File: config.mk
export PLATFORM = sky130hd
export DESIGN_NAME = delimited_line_field_splitter
export DESIGN_NICKNAME = d
export VERILOG_FILES = /design/src/hdl/dls_pkg.sv /design/src/hdl/delimited_line_field_splitter.sv
export SDC_FILE = /design/constraint.sdc
export NUM_CORES = 1
export LEC_CHECK = 0
export BUFFER_PORTS_ARGS = -buffer_cell sky130_fd_sc_hd__buf_2
export CORE_AREA = 5 5 116 118
export CTS_BUF_LIST = sky130_fd_sc_hd__clkbuf_16
export CTS_CLUSTER_SIZE = 24
export DETAILED_ROUTE_END_ITERATION = 10
export DIE_AREA = 0 0 121 123
export PLACE_DENSITY = 0.68
export SYNTH_ARGS = -nofsm -noshare
export SYNTH_HDL_FRONTEND = slang
export SYNTH_SLANG_ARGS = --single-unit
export TNS_END_PERCENT = 5
File: constraint.sdc
create_clock -name clk -period 3.58 [get_ports clk]
set_input_delay 0.716 -clock clk [delete_from_list [all_inputs] [get_ports clk]]
set_output_delay 0.716 -clock clk [all_outputs]
set_load 0.02 [all_outputs]
File: src/hdl/dls_pkg.sv
// Types and constants of the delimited line field splitter.
`timescale 1ns / 1ps

package dls_pkg;

  // Parse phase while a line is still good
  typedef enum logic [1:0] {
    PH_START,
    PH_IN,
    PH_AFTER
  } phase_t;

  // Result kinds
  localparam logic [1:0] KIND_BYTE   = 2'd0;
  localparam logic [1:0] KIND_END    = 2'd1;
  localparam logic [1:0] KIND_ACCEPT = 2'd2;
  localparam logic [1:0] KIND_ERROR  = 2'd3;

  // Line error codes
  localparam logic [2:0] ERR_EMPTY    = 3'd0;
  localparam logic [2:0] ERR_NO_DELIM = 3'd1;
  localparam logic [2:0] ERR_NO_FIELD = 3'd2;
  localparam logic [2:0] ERR_NO_OPEN  = 3'd3;
  localparam logic [2:0] ERR_NO_CLOSE = 3'd4;
  localparam logic [2:0] ERR_TOO_FEW  = 3'd5;
  localparam logic [2:0] ERR_TRAILING = 3'd6;

  // Configuration register indexes
  localparam int CFG_IDX_W  = 3;
  localparam int CFG_DATA_W = 8;
  localparam logic [CFG_IDX_W-1:0] CFG_QUOTED_MODE = 3'd0;
  localparam logic [CFG_IDX_W-1:0] CFG_QUOTE_CHAR  = 3'd1;
  localparam logic [CFG_IDX_W-1:0] CFG_DELIM_CHAR  = 3'd2;
  localparam logic [CFG_IDX_W-1:0] CFG_FIELD_COUNT = 3'd3;

  localparam int FCOUNT_W = 7;

  // Reset values of the configuration registers
  localparam logic [7:0]          QUOTE_CHAR_RST  = 8'd34;
  localparam logic [7:0]          DELIM_CHAR_RST  = 8'd44;
  localparam logic [FCOUNT_W-1:0] FIELD_COUNT_RST = 7'd1;

  // Output queue geometry
  localparam int OQ_DEPTH = 4;
  localparam int OQ_PTR_W = 2;
  localparam int OQ_CNT_W = 3;

  // One result item
  typedef struct packed {
    logic [1:0] kind;
    logic [7:0] data;
    logic [5:0] field;
    logic [2:0] code;
    logic       last;
  } result_t;

endpackage

File: src/hdl/delimited_line_field_splitter.sv
// Top level of the delimited line field splitter.
// The block takes one line byte or end-of-line marker per cycle while in_ready is high;
// the parse step is a single compare-and-update between the line state registers, and
// its results go into a four-entry output queue that is read one result per cycle while
// out_ready is high. in_ready stays high while that queue holds at most two results.
// With a free output side one item enters every cycle, except that an end of line that
// closes an open unquoted field yields two results; when such lines of a single byte
// follow back to back, each adds one result beyond what the output drains, and in_ready
// drops for one cycle whenever the queue reaches three. Into an empty queue, a result
// is output the cycle after its transfer. MAX_FIELDS caps the effective field count.
`timescale 1ns / 1ps

module delimited_line_field_splitter #(
  parameter int MAX_FIELDS = 64
) (
  input  logic                          clk,
  input  logic                          rst_n,
  // input channel
  input  logic                          in_valid,
  output logic                          in_ready,
  input  logic                          in_operation,
  input  logic [7:0]                    in_byte_value,
  // result channel
  output logic                          out_valid,
  input  logic                          out_ready,
  output logic [1:0]                    out_result_kind,
  output logic [7:0]                    out_data_byte,
  output logic [5:0]                    out_field_number,
  output logic [2:0]                    out_error_code,
  output logic                          out_last_of_run,
  // configuration port
  input  logic                          cfg_write_en,
  input  logic [dls_pkg::CFG_IDX_W-1:0] cfg_index,
  input  logic [dls_pkg::CFG_DATA_W-1:0] cfg_wdata
);
  import dls_pkg::*;

  localparam int FdW  = $clog2(MAX_FIELDS + 1);
  localparam int CmpW = (FdW > FCOUNT_W) ? FdW : FCOUNT_W;

  // configuration registers
  logic                quoted_mode_r;
  logic [7:0]          quote_char_r;
  logic [7:0]          delim_char_r;
  logic [FCOUNT_W-1:0] field_count_r;

  // line state
  phase_t        phase_r, phase_nxt;
  logic [FdW-1:0] fields_done_r, fields_done_nxt;
  logic          failed_r, failed_nxt;
  logic [2:0]    err_code_r, err_code_nxt;
  logic          has_bytes_r, has_bytes_nxt;

  // output queue
  result_t             oq_mem [OQ_DEPTH];
  logic [OQ_PTR_W-1:0] wr_ptr_r, rd_ptr_r;
  logic [OQ_CNT_W-1:0] count_r;

  logic          in_fire, out_fire;
  logic [1:0]    n_res;
  result_t       res0, res1, verdict;
  logic [CmpW-1:0] cnt_eff, fd_ext, fd_inc_ext;
  logic          fd_ge_cnt;
  logic [5:0]    fnum;
  logic          verdict_bad;
  logic [2:0]    verdict_code;

  function automatic result_t mk_res(logic [1:0] kind, logic [7:0] data,
                                     logic [5:0] field, logic [2:0] code);
    result_t r;
    r.kind  = kind;
    r.data  = data;
    r.field = field;
    r.code  = code;
    r.last  = 1'b0;
    return r;
  endfunction

  assign in_ready  = (count_r <= OQ_CNT_W'(2));
  assign in_fire   = in_valid && in_ready;
  assign out_valid = (count_r != '0);
  assign out_fire  = out_valid && out_ready;

  // configuration writes; out-of-range indexes are ignored
  always_ff @(posedge clk) begin
    if (!rst_n) begin
      quoted_mode_r <= 1'b0;
      quote_char_r  <= QUOTE_CHAR_RST;
      delim_char_r  <= DELIM_CHAR_RST;
      field_count_r <= FIELD_COUNT_RST;
    end else if (cfg_write_en) begin
      unique case (cfg_index)
        CFG_QUOTED_MODE: quoted_mode_r <= cfg_wdata[0];
        CFG_QUOTE_CHAR:  quote_char_r  <= cfg_wdata[7:0];
        CFG_DELIM_CHAR:  delim_char_r  <= cfg_wdata[7:0];
        CFG_FIELD_COUNT: field_count_r <= cfg_wdata[FCOUNT_W-1:0];
        default: ;
      endcase
    end
  end

  // effective field count and field index views
  always_comb begin
    cnt_eff    = (CmpW'(field_count_r) > CmpW'(MAX_FIELDS)) ? CmpW'(MAX_FIELDS)
                                                             : CmpW'(field_count_r);
    fd_ext     = CmpW'(fields_done_r);
    fd_inc_ext = fd_ext + CmpW'(1);
    fd_ge_cnt  = (fd_ext >= cnt_eff);
    fnum       = fd_ext[5:0];
  end

  // parse step: next line state and up to two results
  always_comb begin
    phase_nxt       = phase_r;
    fields_done_nxt = fields_done_r;
    failed_nxt      = failed_r;
    err_code_nxt    = err_code_r;
    has_bytes_nxt   = has_bytes_r;
    res0            = '0;
    res1            = '0;
    n_res           = 2'd0;
    verdict_bad     = 1'b1;
    verdict_code    = ERR_EMPTY;
    verdict         = '0;

    if (in_fire && !in_operation) begin
      // one line byte
      has_bytes_nxt = 1'b1;
      if (!failed_r) begin
        if (quoted_mode_r) begin
          priority if (phase_r == PH_IN) begin
            n_res = 2'd1;
            if (in_byte_value == quote_char_r) begin
              res0            = mk_res(KIND_END, 8'd0, fnum, ERR_EMPTY);
              fields_done_nxt = fields_done_r + FdW'(1);
              phase_nxt       = PH_AFTER;
            end else begin
              res0 = mk_res(KIND_BYTE, in_byte_value, fnum, ERR_EMPTY);
            end
          end else if (fd_ge_cnt) begin
            failed_nxt   = 1'b1;
            err_code_nxt = ERR_TRAILING;
          end else if (phase_r == PH_AFTER) begin
            if (in_byte_value == delim_char_r) begin
              phase_nxt = PH_START;
            end else begin
              failed_nxt   = 1'b1;
              err_code_nxt = ERR_NO_DELIM;
            end
          end else begin
            if (in_byte_value == quote_char_r) begin
              phase_nxt = PH_IN;
            end else begin
              failed_nxt   = 1'b1;
              err_code_nxt = ERR_NO_OPEN;
            end
          end
        end else begin
          // unquoted: the after-quote phase acts as a field start
          if (phase_r != PH_IN && fd_ge_cnt) begin
            failed_nxt   = 1'b1;
            err_code_nxt = ERR_TRAILING;
          end else begin
            n_res = 2'd1;
            if (in_byte_value == delim_char_r) begin
              res0            = mk_res(KIND_END, 8'd0, fnum, ERR_EMPTY);
              fields_done_nxt = fields_done_r + FdW'(1);
              phase_nxt       = PH_START;
            end else begin
              res0      = mk_res(KIND_BYTE, in_byte_value, fnum, ERR_EMPTY);
              phase_nxt = PH_IN;
            end
          end
        end
      end
    end else if (in_fire) begin
      // end of line: verdict, possibly preceded by the close of an open field
      priority if (failed_r) begin
        verdict_code = err_code_r;
      end else if (!has_bytes_r) begin
        verdict_code = ERR_EMPTY;
      end else if (quoted_mode_r) begin
        priority if (phase_r == PH_IN) begin
          verdict_code = ERR_NO_CLOSE;
        end else if (phase_r == PH_START) begin
          verdict_code = ERR_NO_FIELD;
        end else if (!fd_ge_cnt) begin
          verdict_code = ERR_TOO_FEW;
        end else begin
          verdict_bad = 1'b0;
        end
      end else begin
        if (phase_r == PH_IN) begin
          res0  = mk_res(KIND_END, 8'd0, fnum, ERR_EMPTY);
          n_res = 2'd1;
          if (fd_inc_ext < cnt_eff) begin
            verdict_code = ERR_TOO_FEW;
          end else begin
            verdict_bad = 1'b0;
          end
        end else if (!fd_ge_cnt) begin
          verdict_code = ERR_TOO_FEW;
        end else begin
          verdict_bad = 1'b0;
        end
      end

      if (verdict_bad) begin
        verdict = mk_res(KIND_ERROR, 8'd0, 6'd0, verdict_code);
      end else begin
        verdict = mk_res(KIND_ACCEPT, 8'd0, 6'd0, ERR_EMPTY);
      end
      if (n_res == 2'd0) begin
        res0  = verdict;
        n_res = 2'd1;
      end else begin
        res1  = verdict;
        n_res = 2'd2;
      end

      // back to the start of a line
      phase_nxt       = PH_START;
      fields_done_nxt = '0;
      failed_nxt      = 1'b0;
      err_code_nxt    = ERR_EMPTY;
      has_bytes_nxt   = 1'b0;
    end

    // mark the last result of this item
    if (n_res == 2'd1) begin
      res0.last = 1'b1;
    end else if (n_res == 2'd2) begin
      res1.last = 1'b1;
    end
  end

  // line state registers
  always_ff @(posedge clk) begin
    if (!rst_n) begin
      phase_r       <= PH_START;
      fields_done_r <= '0;
      failed_r      <= 1'b0;
      err_code_r    <= ERR_EMPTY;
      has_bytes_r   <= 1'b0;
    end else begin
      phase_r       <= phase_nxt;
      fields_done_r <= fields_done_nxt;
      failed_r      <= failed_nxt;
      err_code_r    <= err_code_nxt;
      has_bytes_r   <= has_bytes_nxt;
    end
  end

  // output queue storage
  always_ff @(posedge clk) begin
    if (n_res != 2'd0) begin
      oq_mem[wr_ptr_r] <= res0;
    end
    if (n_res == 2'd2) begin
      oq_mem[wr_ptr_r + OQ_PTR_W'(1)] <= res1;
    end
  end

  // output queue pointers and fill count
  always_ff @(posedge clk) begin
    if (!rst_n) begin
      wr_ptr_r <= '0;
      rd_ptr_r <= '0;
      count_r  <= '0;
    end else begin
      wr_ptr_r <= wr_ptr_r + OQ_PTR_W'(n_res);
      rd_ptr_r <= rd_ptr_r + OQ_PTR_W'(out_fire);
      count_r  <= count_r + OQ_CNT_W'(n_res) - OQ_CNT_W'(out_fire);
    end
  end

  // head of the queue drives the result channel
  assign out_result_kind  = oq_mem[rd_ptr_r].kind;
  assign out_data_byte    = oq_mem[rd_ptr_r].data;
  assign out_field_number = oq_mem[rd_ptr_r].field;
  assign out_error_code   = oq_mem[rd_ptr_r].code;
  assign out_last_of_run  = oq_mem[rd_ptr_r].last;

endmodule

==> results of run 1 <==
-- worst paths after layout --
kind | start | to | cells past startpoint
setup / recovery | field_count_r[6]$_SDFFE_PN0P_ | count_r[2]$_SDFF_PN0_ | 15
hold / removal | field_count_r[2]$_SDFFE_PN0P_ | field_count_r[2]$_SDFFE_PN0P_ | 2
setup reg to reg | field_count_r[6]$_SDFFE_PN0P_ | count_r[2]$_SDFF_PN0_ | 15
hold reg to reg | field_count_r[2]$_SDFFE_PN0P_ | field_count_r[2]$_SDFFE_PN0P_ | 2
-- through the flow --
stage	cells	hold WS, ns	setup WS (ns)	power (mW)
floorplan	702	0.433	0.556	2.51
global placement	894	0.441	0.390	2.82
detailed placement	894	0.452	0.300	2.84
CTS	925	0.459	0.257	4.32
global route	926	0.475	0.0107	4.49
finish	926	0.457	0.237	4.29
-- report_power, final --
| group | internal (mW) | switching (mW) |
|---|---|---|
| registers | 1.60 | 0.0969 |
| logic | 0.445 | 0.675 |
| clock network | 0.865 | 0.611 |
-- cells in the mapped netlist, types with 3 or more instances --
cell / instances
ha_1: 24
or3_1: 4
o22ai_1: 11
buf_2: 16
nor2_1: 41
clkbuf_1: 28
buf_1: 3
edfxtp_1: 24
inv_1: 22
xor2_1: 20
mux4_2: 20
o2111ai_1: 3
dfxtp_1: 101
a21oi_1: 34
o21ai_1: 4
xnor2_1: 7
nor3_1: 6
nand3_1: 48
and3_1: 10
a31o_2: 12
nand3b_1: 3
and2_1: 6
or2_2: 3
a32o_1: 16
a32oi_1: 3
o21ai_0: 29
nand4b_1: 6
o21a_1: 4
nor2b_1: 4
a21o_1: 3
nand2_1: 122
nand2b_1: 5
o211ai_1: 10
-- cell type report --
class / count / share of cell area [%]
well taps: 172 / 2.88
inverters: 24 / 1.21
clock inverters: 14 / 1.12
flip-flops and latches: 125 / 36.8
multi-input cells: 504 / 46.8
clock buffers: 17 / 5.70
repair buffers: 70 / 5.50
-- sequential cells by signal (all words and copies together) (netlist names) --
register / cells
count_r: 3
delim_char_r: 8
err_code_r: 3
failed_r: 1
fd_ext: 7
field_count_r: 7
has_bytes_r: 1
oq_mem: 80
phase_r: 2
quote_char_r: 8
quoted_mode_r: 1
rd_ptr_r: 2
wr_ptr_r: 2
-- per-layer routing --
layer / wire (microns) / GRT usage [%] / share of wire, %
met1: 7270 / 31.2 / 43
met4: 252 / 9.14 / 1.5
met5: 0 / 0 / 0
met2: 8250 / 39.0 / 49
met3: 1130 / 4.53 / 6.7
-- cell families after synthesis --
family / after synthesis / share of synthesized area (%)
AND/OR/NAND/NOR: 272 / 20.0
flip-flops: 125 / 41.9
AO/OA/AOI/OAI: 156 / 17.4
multiplexers: 24 / 7.53
adder cells (fa/ha/maj): 25 / 4.90
XOR/XNOR: 27 / 3.61
buffers and inverters: 73 / 4.67
-- worst register-to-register path: cells and delay by family (launching register included) --
kind                       cells  cell delay [ns]
AOI/OAI and AO/OA              5             1.16
adders and majority gates      4             1.16
buffers and inverters          3             0.27
and+or+nand+nor                2             0.17
xor gates and xnor gates       1             0.17
DFF                            1             0.33
==> impl_metrics.tcl, run 1 <==
set metrics [dict create \
    outcome "finished clean" \
    wl_microns 16900 \
    fin_area_sq_mm 0.00746 \
    route.detailed.drc 0 \
    final_nets 792 \
    reg2reg_slack_ns 0.24 \
    via_per_inst 5.94 \
    clock_latency_ns 0.41 \
    start_util_pct 52.9 \
    ant_nets 0 \
    critPathSlowestCell "fa_1" \
    grt_start_max_net_pins 30 \
    grt.overflow.total 0 \
    slew_violations 0 \
    grt_util_all_layers_pct 23.7 \
    grt_pass1_vias 5309 \
    syn_area_per_cell_sq_um 9.32 \
    synth-seq-cells 125 \
    syn-cell-area_sq_mm 0.00654 \
    synth.net_count 752 \
    critical_path_class "reg2reg" \
    vdd_ir_drop_max_mv 0.262 \
    area.growth.synth_to_final_pct 14.1 \
    finClkSkew_ns 0.00653 \
    cts-root-buf "clkbuf_16" \
    hold_class "reg2reg" \
    crit_chain "inv_1 > nand2_1 > ha_1 > a21o_1 > a31oi_2 > o21a_1 > a21oi_1 > o22ai_1 > inv_1 > ha_1 > inv_1 > ha_1 > fa_1 > xnor2_1 > nor2_1" \
    h-tree-depth 4 \
    required_ns 3.88 \
    synth_top_area_cell "dfxtp_1" \
    p_leak_nw 2.89 \
    rsz0062_at_grt "false" \
    yosysTopAreaCellShare_pct 30.9 \
    setup_viol 0 \
    timing.slew.headroom_pct 51.5 \
    critical-path-top-delay-family "adder cells" \
    endpoint_kind "flip-flop" \
    critPathMaxFanout 8 \
    port_buffers 46 \
    final-seq-area_sq_mm 0.00274 \
    synthArstFlopShare_pct 0 \
    slowest_delay_ns 0.38 \
    dr.first_iter.drc_count 571 \
    via_count 5498 \
    drt_pass1_iterations 6 \
    post-route-period-util_pct 93.4 \
    yosysSeqAreaShare_pct 41.9 \
    hold_buffers 0 \
    clk_pin_slew_ns 0.05 \
    layout_commonest_cell "nand2_1" \
    numCtsBuffers 17 \
    die_h_microns 123 \
    hpwl_microns 12000 \
    gp_congestion 0.918 \
    multiInputGateArea_sq_mm 0.00349 \
    drive_gt1_share_pct 20.4 \
    power.density_mw_per_mm2 576 \
    grt_pass1_wl_microns 27500 \
    cts_buffer_depth 2 \
    setup_tns_ns 0 \
    synthTopCellsByArea "dfxtp_1 31%, edfxtp_1 11%, nand2_1 7.0%, mux4_2 6.9%, ha_1 4.6%" \
    synth_edf_count 24 \
    post-cts-setup-buffers 0 \
    core-area_sq_mm 0.0124 \
    ys_types 69 \
    mostFrequentLayoutCells "122 x nand2_1, 101 x dfxtp_1, 48 x nand3_1" \
    syn_inst 702 \
    cts_tree "built" \
    critPathLaunchType "flip-flop" \
    die_w_microns 121 \
    arrival_ns 3.64 \
    achievable-frequency_mhz 299 \
    fillers 1098 \
    synth_top_flop_cell "dfxtp_1" \
    clock-sinks 125 \
    cts_resized 0 \
    rows 41 \
    max-cap-violations 0 \
    routedWlPerCell_microns 18.3 \
    fin_crit_ns 3.34 \
    die-area_sq_mm 0.0149 \
    placed_area_sq_mm 0.00695 \
    yosys_warnings 0 \
    antenna_found_initial 0 \
    finalHoldViolations 0 \
    critPathBufInv 3 \
    n_antenna_cell 0 \
    tightest_slew_ns 0.725 \
    fin_util_pct 60.4 \
    io_pins 47 \
]
(Power assumes the default switching activity.)
==> run 2, diff against run 1 <==
- CORE_AREA: 5 5 116 118 -> 5 5 121 112
- DIE_AREA: 0 0 121 123 -> 0 0 126 117
- PLACE_DENSITY: 0.68 -> 0.69
- SLEW_MARGIN: default -> 20
==> impl_metrics.tcl, run 2 (synthesis results as in run 1) <==
set metrics [dict create \
    hpwl_microns 13000 \
    seqPwrFrac_pct 39.3 \
    port_buffers 46 \
    hp-start "oq_mem[3][9]$_SDFFE_PP0N_" \
    drive_gt1_share_pct 20.3 \
    fin_util_pct 60.9 \
    hold_class "reg2reg" \
    hold_depth 2 \
    hold_buffers 0 \
    antenna_found_initial 0 \
    die-area_sq_mm 0.0147 \
    power.density_mw_per_mm2 580 \
    reg2reg_slack_ns 0.22 \
    vdd_ir_drop_max_mv 0.348 \
    tightest_slew_ns 0.787 \
    routedWlPerCell_microns 19.5 \
    achievable-frequency_mhz 298 \
    ant_nets 0 \
    core-area_sq_mm 0.0123 \
    fillers 1093 \
    cts_buffer_depth 2 \
    r2r_start "field_count_r[6]$_SDFFE_PN0P_" \
    hold_ws_ns 0.459 \
    hold_end "oq_mem[3][9]$_SDFFE_PP0N_" \
    start_util_pct 53.2 \
    n_antenna_cell 0 \
    dr.first_iter.drc_count 488 \
    clock-sinks 125 \
    area.growth.synth_to_final_pct 14.5 \
    p_total_mw 4.35 \
    startpoint "field_count_r[6]$_SDFFE_PN0P_" \
    placed_area_sq_mm 0.00697 \
    io_pins 47 \
    final_nets 795 \
    arrival_ns 3.65 \
    rows 39 \
    grt_pass1_wl_microns 29300 \
    p_leak_nw 2.93 \
    post-route-period-util_pct 93.8 \
    regMostFlops "oq_mem" \
    via_count 5601 \
    r2r-end "count_r[2]$_SDFF_PN0_" \
    clock_latency_ns 0.41 \
    p_clk_share_pct 35.0 \
    outcome "finished clean" \
    die_w_microns 126 \
    cts_tree "built" \
    finalHoldViolations 0 \
    grt_start_max_net_pins 29 \
    p_sw_share_pct 31.5 \
    max-cap-violations 0 \
    slew_violations 0 \
    fin_area_sq_mm 0.00749 \
    timing.slew.headroom_pct 47.5 \
    internal_power_mw 2.98 \
    finClkSkew_ns 0.00530 \
    mostFrequentLayoutCells "122 x nand2_1, 100 x dfxtp_1, 48 x nand3_1" \
    fin_crit_ns 3.36 \
    dp_slack_ns 0.249 \
    gp_congestion 0.962 \
    layoutNonFillerInstCount 922 \
    endpoint_kind "flip-flop" \
    critPathMaxFanout 8 \
    drt_pass1_iterations 7 \
    route.detailed.drc 0 \
    critical_path_class "reg2reg" \
    setup_tns_ns 0 \
    wl_microns 18000 \
    grt_util_all_layers_pct 25.5 \
    grt.overflow.total 0 \
    numCtsBuffers 17 \
    h-tree-depth 4 \
    layout_commonest_cell "nand2_1" \
    setup_viol 0 \
    largestRegisters "oq_mem x80, delim_char_r x8, quote_char_r x8" \
    die_h_microns 117 \
    combPwrFrac_pct 25.7 \
    worst_slack_ns 0.223 \
    via_per_inst 6.07 \
    critPathLaunchType "flip-flop" \
    required_ns 3.87 \
    largest_reg_flops 80 \
    dpl.cell_count 890 \
    p_sw_mw 1.37 \
    cts-root-buf "clkbuf_16" \
    rsz0062_at_grt "false" \
    grt_pass1_vias 5472 \
    reg2reg_depth 15 \
    clk_pin_slew_ns 0.05 \
]
[run 2: cell count changes in the layout (fill, tap and decap cells not counted), sizes merged]
cell and delta:
buf +3, clkinvlp -2, inv +3, bufinv +1, clkinv -1
[run 2: routing by layer]
layer	global-route usage, %	up-vias	wire (microns)
li1	-	2619	-
met1	33.8	2699	7670
met2	41.5	250	8510
met3	6.53	33	1440
met4	8.08	0	360
met5	0	-	0
[run 2: layout make-up]
cell class / count / area (sq um) / area share [%]
multi-input cells: 504 / 3490 / 46.7
well taps: 164 / 205 / 2.74
repair buffers: 73 / 433 / 5.78
clock buffers: 17 / 425 / 5.68
inverters: 24 / 90.1 / 1.20
flip-flops and latches: 125 / 2740 / 36.6
clock inverters: 15 / 97.6 / 1.30
[run 2: worst max path at each step]
stage	slack (ns)	cells after the start	to
after floorplan	0.56	15	count_r[2]$_SDFF_PN0_
after global placement	0.35	14	count_r[2]$_SDFF_PN0_
after detailed placement	0.25	14	count_r[2]$_SDFF_PN0_
after CTS	0.21	11	oq_mem[0][2]$_DFFE_PP_
after global routing	0.02	15	count_r[2]$_SDFF_PN0_
final	0.22	15	count_r[2]$_SDFF_PN0_
[run 2: critical path: stages (launching register included)]
cell	delay, ns
dfxtp_1	0.33
inv_1	0.15
nand2_1	0.11
ha_1	0.32
a21o_1	0.17
a31oi_2	0.25
o21a_1	0.25
a21oi_1	0.22
o22ai_1	0.27
inv_1	0.08
ha_1	0.28
inv_1	0.04
ha_1	0.18
fa_1	0.38
xnor2_1	0.16
nor2_1	0.05
[run 2: repair_timing]
item	4_1_cts	5_1_grt
buffers inserted	0	0
gates resized for setup	0	1
setup endpoints to repair	0	6
hold endpoints to repair	0	0
[run 2: power groups by stage]
stage | clock network [mW] | logic, mW | registers, mW
after floorplan | 0 | 0.822 | 1.69
after global placement | 0 | 1.10 | 1.73
after detailed placement | 0 | 1.12 | 1.74
after CTS | 1.54 | 1.12 | 1.71
after global routing | 1.61 | 1.22 | 1.73
final | 1.52 | 1.12 | 1.71
